[src/rtl/ugis_pkg.sv]
package ugis_pkg;

    // table geometry
    localparam int INDEX_DEPTH = 1024;
    localparam int ADDR_W      = $clog2(INDEX_DEPTH);
    localparam int CNT_W       = $clog2(INDEX_DEPTH + 1);
    localparam int ENTRY_W     = 64;

    // field widths
    localparam int KEY_W     = 32;
    localparam int OFFSET_W  = 32;
    localparam int SLOT_W    = 10;
    localparam int COUNT_W   = 11;
    localparam int CFG_IDX_W = 2;
    localparam int CFG_W     = 32;

    // item kinds
    localparam logic KIND_WRITE  = 1'b0;
    localparam logic KIND_LOOKUP = 1'b1;

    // result status codes
    localparam logic [1:0] STATUS_OK   = 2'd0;
    localparam logic [1:0] STATUS_MISS = 2'd1;
    localparam logic [1:0] STATUS_BAD  = 2'd2;

    // register indexes
    localparam logic [CFG_IDX_W-1:0] CFG_ENTRY_COUNT = 2'd0;
    localparam logic [CFG_IDX_W-1:0] CFG_SORTED_MODE = 2'd1;
    localparam logic [CFG_IDX_W-1:0] CFG_BITMAP_BASE = 2'd2;

    // utf-8 lead byte patterns
    localparam logic [7:0] LEAD_ASCII_MASK = 8'h80;
    localparam logic [7:0] LEAD_TWO_MASK   = 8'hE0;
    localparam logic [7:0] LEAD_TWO_VAL    = 8'hC0;
    localparam logic [7:0] LEAD_THREE_MASK = 8'hF0;
    localparam logic [7:0] LEAD_THREE_VAL  = 8'hE0;
    localparam logic [7:0] LEAD_FOUR_MASK  = 8'hF8;
    localparam logic [7:0] LEAD_FOUR_VAL   = 8'hF0;

    typedef struct packed {
        logic                kind;
        logic [SLOT_W-1:0]   entry_slot;
        logic [KEY_W-1:0]    entry_key;
        logic [OFFSET_W-1:0] entry_glyph_offset;
        logic [KEY_W-1:0]    char_bytes;
    } in_beat_t;

    typedef struct packed {
        logic [1:0]          status;
        logic [OFFSET_W-1:0] bitmap_address;
    } out_beat_t;

    typedef enum logic [1:0] {
        ST_IDLE,
        ST_PROBE,
        ST_CHECK,
        ST_REPLY
    } state_t;

    // controller to datapath
    typedef struct packed {
        logic load;
        logic write;
        logic probe;
        logic check;
        logic finish;
    } cmd_t;

    // datapath to controller
    typedef struct packed {
        logic is_write;
        logic is_bad;
        logic open;
        logic hit;
        logic out_busy;
    } stat_t;

    // byte count from the lead byte, zero when the lead byte is illegal
    function automatic logic [2:0] lead_length(input logic [7:0] lead);
        if ((lead & LEAD_ASCII_MASK) == 8'h00) return 3'd1;
        if ((lead & LEAD_TWO_MASK) == LEAD_TWO_VAL) return 3'd2;
        if ((lead & LEAD_THREE_MASK) == LEAD_THREE_VAL) return 3'd3;
        if ((lead & LEAD_FOUR_MASK) == LEAD_FOUR_VAL) return 3'd4;
        return 3'd0;
    endfunction

    // illegal lead byte or a zero byte inside the character
    function automatic logic char_invalid(input logic [KEY_W-1:0] b);
        logic [2:0] len;
        len = lead_length(b[31:24]);
        return (len == 3'd0) || (b[31:24] == 8'h00)
            || ((len >= 3'd2) && (b[23:16] == 8'h00))
            || ((len >= 3'd3) && (b[15:8] == 8'h00))
            || ((len == 3'd4) && (b[7:0] == 8'h00));
    endfunction

    // keep the bytes of the character, zero the rest
    function automatic logic [KEY_W-1:0] char_key(input logic [KEY_W-1:0] b);
        logic [2:0] len;
        len = lead_length(b[31:24]);
        case (len)
            3'd1:    return {b[31:24], 24'h000000};
            3'd2:    return {b[31:16], 16'h0000};
            3'd3:    return {b[31:8], 8'h00};
            3'd4:    return b;
            default: return '0;
        endcase
    endfunction

endpackage

[src/rtl/ugis_ctrl.sv]
module ugis_ctrl (
    input  logic             clk,
    input  logic             rst_n,
    input  logic             item_valid,
    output logic             item_stall,
    output ugis_pkg::cmd_t   cmd,
    input  ugis_pkg::stat_t  stat
);

    ugis_pkg::state_t state_reg;
    ugis_pkg::state_t state_next;

    // state register
    always_ff @(posedge clk or negedge rst_n)
    begin
        if (!rst_n)
        begin
            state_reg <= ugis_pkg::ST_IDLE;
        end
        else
        begin
            state_reg <= state_next;
        end
    end

    // next state
    always_comb
    begin
        state_next = state_reg;
        case (state_reg)
            ugis_pkg::ST_IDLE:
            begin
                if (item_valid)
                begin
                    state_next = ugis_pkg::ST_PROBE;
                end
            end
            ugis_pkg::ST_PROBE:
            begin
                if (stat.is_write || stat.is_bad || !stat.open)
                begin
                    state_next = ugis_pkg::ST_REPLY;
                end
                else
                begin
                    state_next = ugis_pkg::ST_CHECK;
                end
            end
            ugis_pkg::ST_CHECK:
            begin
                if (stat.hit)
                begin
                    state_next = ugis_pkg::ST_REPLY;
                end
                else
                begin
                    state_next = ugis_pkg::ST_PROBE;
                end
            end
            ugis_pkg::ST_REPLY:
            begin
                if (!stat.out_busy)
                begin
                    state_next = ugis_pkg::ST_IDLE;
                end
            end
            default:
            begin
                state_next = ugis_pkg::ST_IDLE;
            end
        endcase
    end

    // commands
    always_comb
    begin
        cmd        = '0;
        item_stall = 1'b1;
        case (state_reg)
            ugis_pkg::ST_IDLE:
            begin
                item_stall = 1'b0;
                cmd.load   = item_valid;
            end
            ugis_pkg::ST_PROBE:
            begin
                cmd.write = stat.is_write;
                cmd.probe = !stat.is_write && !stat.is_bad && stat.open;
            end
            ugis_pkg::ST_CHECK:
            begin
                cmd.check = 1'b1;
            end
            ugis_pkg::ST_REPLY:
            begin
                cmd.finish = !stat.out_busy;
            end
            default:
            begin
                cmd = '0;
            end
        endcase
    end

`ifndef ASSERT_OFF
    // a compare always follows the read that feeds it
    a_check_after_probe: assert property (@(posedge clk) disable iff (!rst_n)
        (state_reg == ugis_pkg::ST_CHECK) |-> ($past(state_reg) == ugis_pkg::ST_PROBE))
        else $error("compare without a preceding table read");

    // a match ends the search
    a_hit_ends_search: assert property (@(posedge clk) disable iff (!rst_n)
        (state_reg == ugis_pkg::ST_CHECK && stat.hit) |=> (state_reg == ugis_pkg::ST_REPLY))
        else $error("search continued after a match");
`endif

endmodule

[config.mk]
export PLATFORM = sky130hd
export DESIGN_NAME = ugis_ctrl
export DESIGN_NICKNAME = d
export VERILOG_FILES = /design/src/rtl/ugis_pkg.sv /design/src/rtl/ugis_ctrl.sv
export SDC_FILE = /design/constraint.sdc
export NUM_CORES = 1
export LEC_CHECK = 0
export BUFFER_PORTS_ARGS = -buffer_cell sky130_fd_sc_hd__buf_2
export CAP_MARGIN = 25
export CORE_AREA = 2 2 39 41
export DETAILED_ROUTE_END_ITERATION = 7
export DIE_AREA = 0 0 41 43
export GPL_TIMING_DRIVEN = 0
export PLACE_DENSITY_LB_ADDON = 0.25
export SETUP_SLACK_MARGIN = 0.05
export SLEW_MARGIN = 20
export SYNTH_ARGS = -nofsm -noshare
export SYNTH_HDL_FRONTEND = slang
export SYNTH_SLANG_ARGS = --single-unit
export TNS_END_PERCENT = 30
[constraint.sdc]
create_clock -name clk -period 0.8 [get_ports clk]
set_input_delay 0 -clock clk [delete_from_list [all_inputs] [get_ports clk]]
set_output_delay 0 -clock clk [all_outputs]
set_load 0.05 [all_outputs]
==> reports/metrics.cfg <==
[route]
route.vias.total=174
top_layer=met3
wl_per_cell_um=9.080
met2RoutedLength_um=196
met3RoutedLength_um=67
route.detailed.drc=0
antenna_violating_nets_post_route=0
vias_per_cell=3.480
initialDrtViolationCount=0
wl_um=454
detailedRoute.firstPassIterationCount=1
detail_route.wirelength.met1_um=190

[finish]
antenna_cells=0
area_growth_pct=150.5
max_reg_flops=2
drive_gt1_share_pct=79.41
final_core_utilization_pct=23.78
nNetsFinal=44
finalNonFillerCells=50

[status]
status=complete, but fails checks
failed_checks=setup timing

[synth]
synth-seq-cells=2
synth_top_cell_area_share_pct=38.10
postSynthAreaPerCell_um2=9.384
yosysWarnings=0
synthTopCellsByArea=dfrtp_1, and4b_4, nor2_1
synthArstFlopShare_pct=100.0
yosys.area.top_type=dfrtp_1
syn-cell-area_um2=131.4
cell_count_after_synthesis=14
synth_edf_count=0
synth_seq_area_share_pct=38.10
synth_cell_types=11
dominantRegCellSynth=dfrtp_1
yosys-top-cells-count=nor2_1, dfrtp_1
yosys.cell_count.top_type=nor2_1
synth_nets=22

[worst_hold_path]
worstHoldPathCells=3
min_from=stat[1]
class_of_the_tightest_hold_or_removal_check=input port to flop
hold_path_end=state_reg[1]

[grt]
grt_max_degree=7
wire_length_of_the_first_global_routing_pass_um=586
antenna_violations_before_repair=0
grt.total_usage_pct=5.622
grt-ovfl-total=0
via_count_of_the_first_global_routing_pass=161

[power_and_ir_drop]
power_density_mw_per_mm2=3826
peakVddDrop_uv=1100
p_leak_uw=0.0001617

[sta]
layout_min_cycle_time_ps=1166
finalWorstSetupSlack_ps=-365.6
final-setup-viol-count=8
grt_setup_unrepaired=yes
worst-slew-pin-transition_ps=248.9
timing.slew.headroom_pct=83.52
clock.fmax_ghz=0.8579
timing.final.crit_share_pct=145.7
finalHoldViolCount=0
finClkSkew_ps=0.9151
final_max_slew_violation_count=0

[setup_path]
critical_path_class=flop to output port
timing.critical_path.slowest_cell_delay_ps=410
worstPathArrival_ps=1170
rr_worst_depth=4
critical_path.top_delay_family=flip-flops
cp_cell_sequence=or2_4 -> nor2_4 -> buf_8
worst_ep_required_time_ps=800
r2r_start=state_reg[1]
critical_path.startpoint_type=flop
critical_path_buf_inv_count=1
worst_r2r_endpoint=state_reg[0]
worst-path-max-fanout=6
critPathCaptureType=output port
cp_slowest_cell=dfrtp_1
r2r_setup_slk_ps=-290

[die]
die_width_um=41
fp.dieArea_mm2=0.001763
placeableCoreArea_mm2=0.001384
dieHeight_um=43
io_pins=14
std_cell_rows=14
start_util_pct=9.494

[placed_design]
numPortBuffers=13
final_weighted_congestion_of_routability_driven_global_placement=0.5430
post-place-cells=43

[clock_network]
cts_buffers=3
ctsLongestPathBuffers=2
clk_latency_ps=220
cts_tree=built
root_buffer_selected_by_cts=clkbuf_4
total_number_of_h_tree_levels=1
cts.sink_count=2
clk_pin_slew_worst_paths_ps=30

[job]
maxCapViolCount=0

## layout by cell type (no fill, tap or decap), types with 2 or more instances in the layout
cell,count
and3b_2,2
buf_2,8
buf_4,3
buf_6,3
buf_8,2
clkbuf_4,3
dfrtp_1,2
nor2_1,2
## layout make-up
cell class | count | area, µm²
clock buffer | 3 | 22.52
fill | 160 | 1055
inverter | 1 | 3.754
multi-input combinational | 11 | 96.34
sequential | 2 | 50.05
tap | 16 | 20.02
timing repair buffer | 17 | 136.4
## worst max-delay path by stage
stage	startpoint	end	slack (ps)	depth (start not counted)
floorplan	state_reg[1]	cmd[4]	-240	2
global placement	state_reg[0]	cmd[4]	-240	3
detailed placement	state_reg[0]	cmd[4]	-250	3
CTS	state_reg[0]	cmd[4]	-380	3
global route	state_reg[1]	cmd[4]	-410	3
finish	state_reg[1]	cmd[4]	-370	3
## cells by family after synthesis
family                 count (synthesis)  share of synthesized area (%)
AO/OA/AOI/OAI                          1                          3.806
buffers and inverters                  1                          2.854
flip-flops                             2                          38.10
AND/OR/NAND/NOR                       10                          55.25
## per-layer routing
layer  vias up  global-route usage, %
met2        14                  6.875
met1        73                  6.109
met5         -                      0
met4         0                  8.000
met3         0                  1.571
li1         87                      -
## tightest hold or removal path, stage by stage
cell	delay [ps]
buf_2	80
a21oi_1	50
nor2_1	100
## what timing repair did
item	4_1_cts	5_1_grt
hold endpoints to repair	2	0
setup endpoints to repair	8	8
pin swaps	3	1
gates cloned	0	0
hold buffers	1	0
gates resized for setup	12	1
setup buffers	3	0
## power breakdown
group          switching, µW  internal (µW)  leakage, µW  total (µW)
clock                   55.6            165    0.0000138         221
combinational            462            353     0.000126         815
sequential              70.9            152    0.0000215         223
total                    588            671     0.000162        1260
## metrics by stage
step | power (µW) | worst slack (ps) | instance area, µm² | TNS (ps) | hold slack [ps]
3_3_place_gp | 839.1 | -243.6 | 230.2 | -1009 | -211.3
4_1_cts | 1277 | -378.4 | 325.3 | -2233 | 51.14
5_1_grt | 1339 | -406.0 | 329.1 | -2462 | 65.06
2_1_floorplan | 704.6 | -237.9 | 145.1 | -735.3 | -295.6
6_report | 1259 | -365.6 | 329.1 | -2151 | 52.36
3_5_place_dp | 844.8 | -251.2 | 230.2 | -1064 | -213.2
No activity file was read; power rests on OpenSTA's default activity.
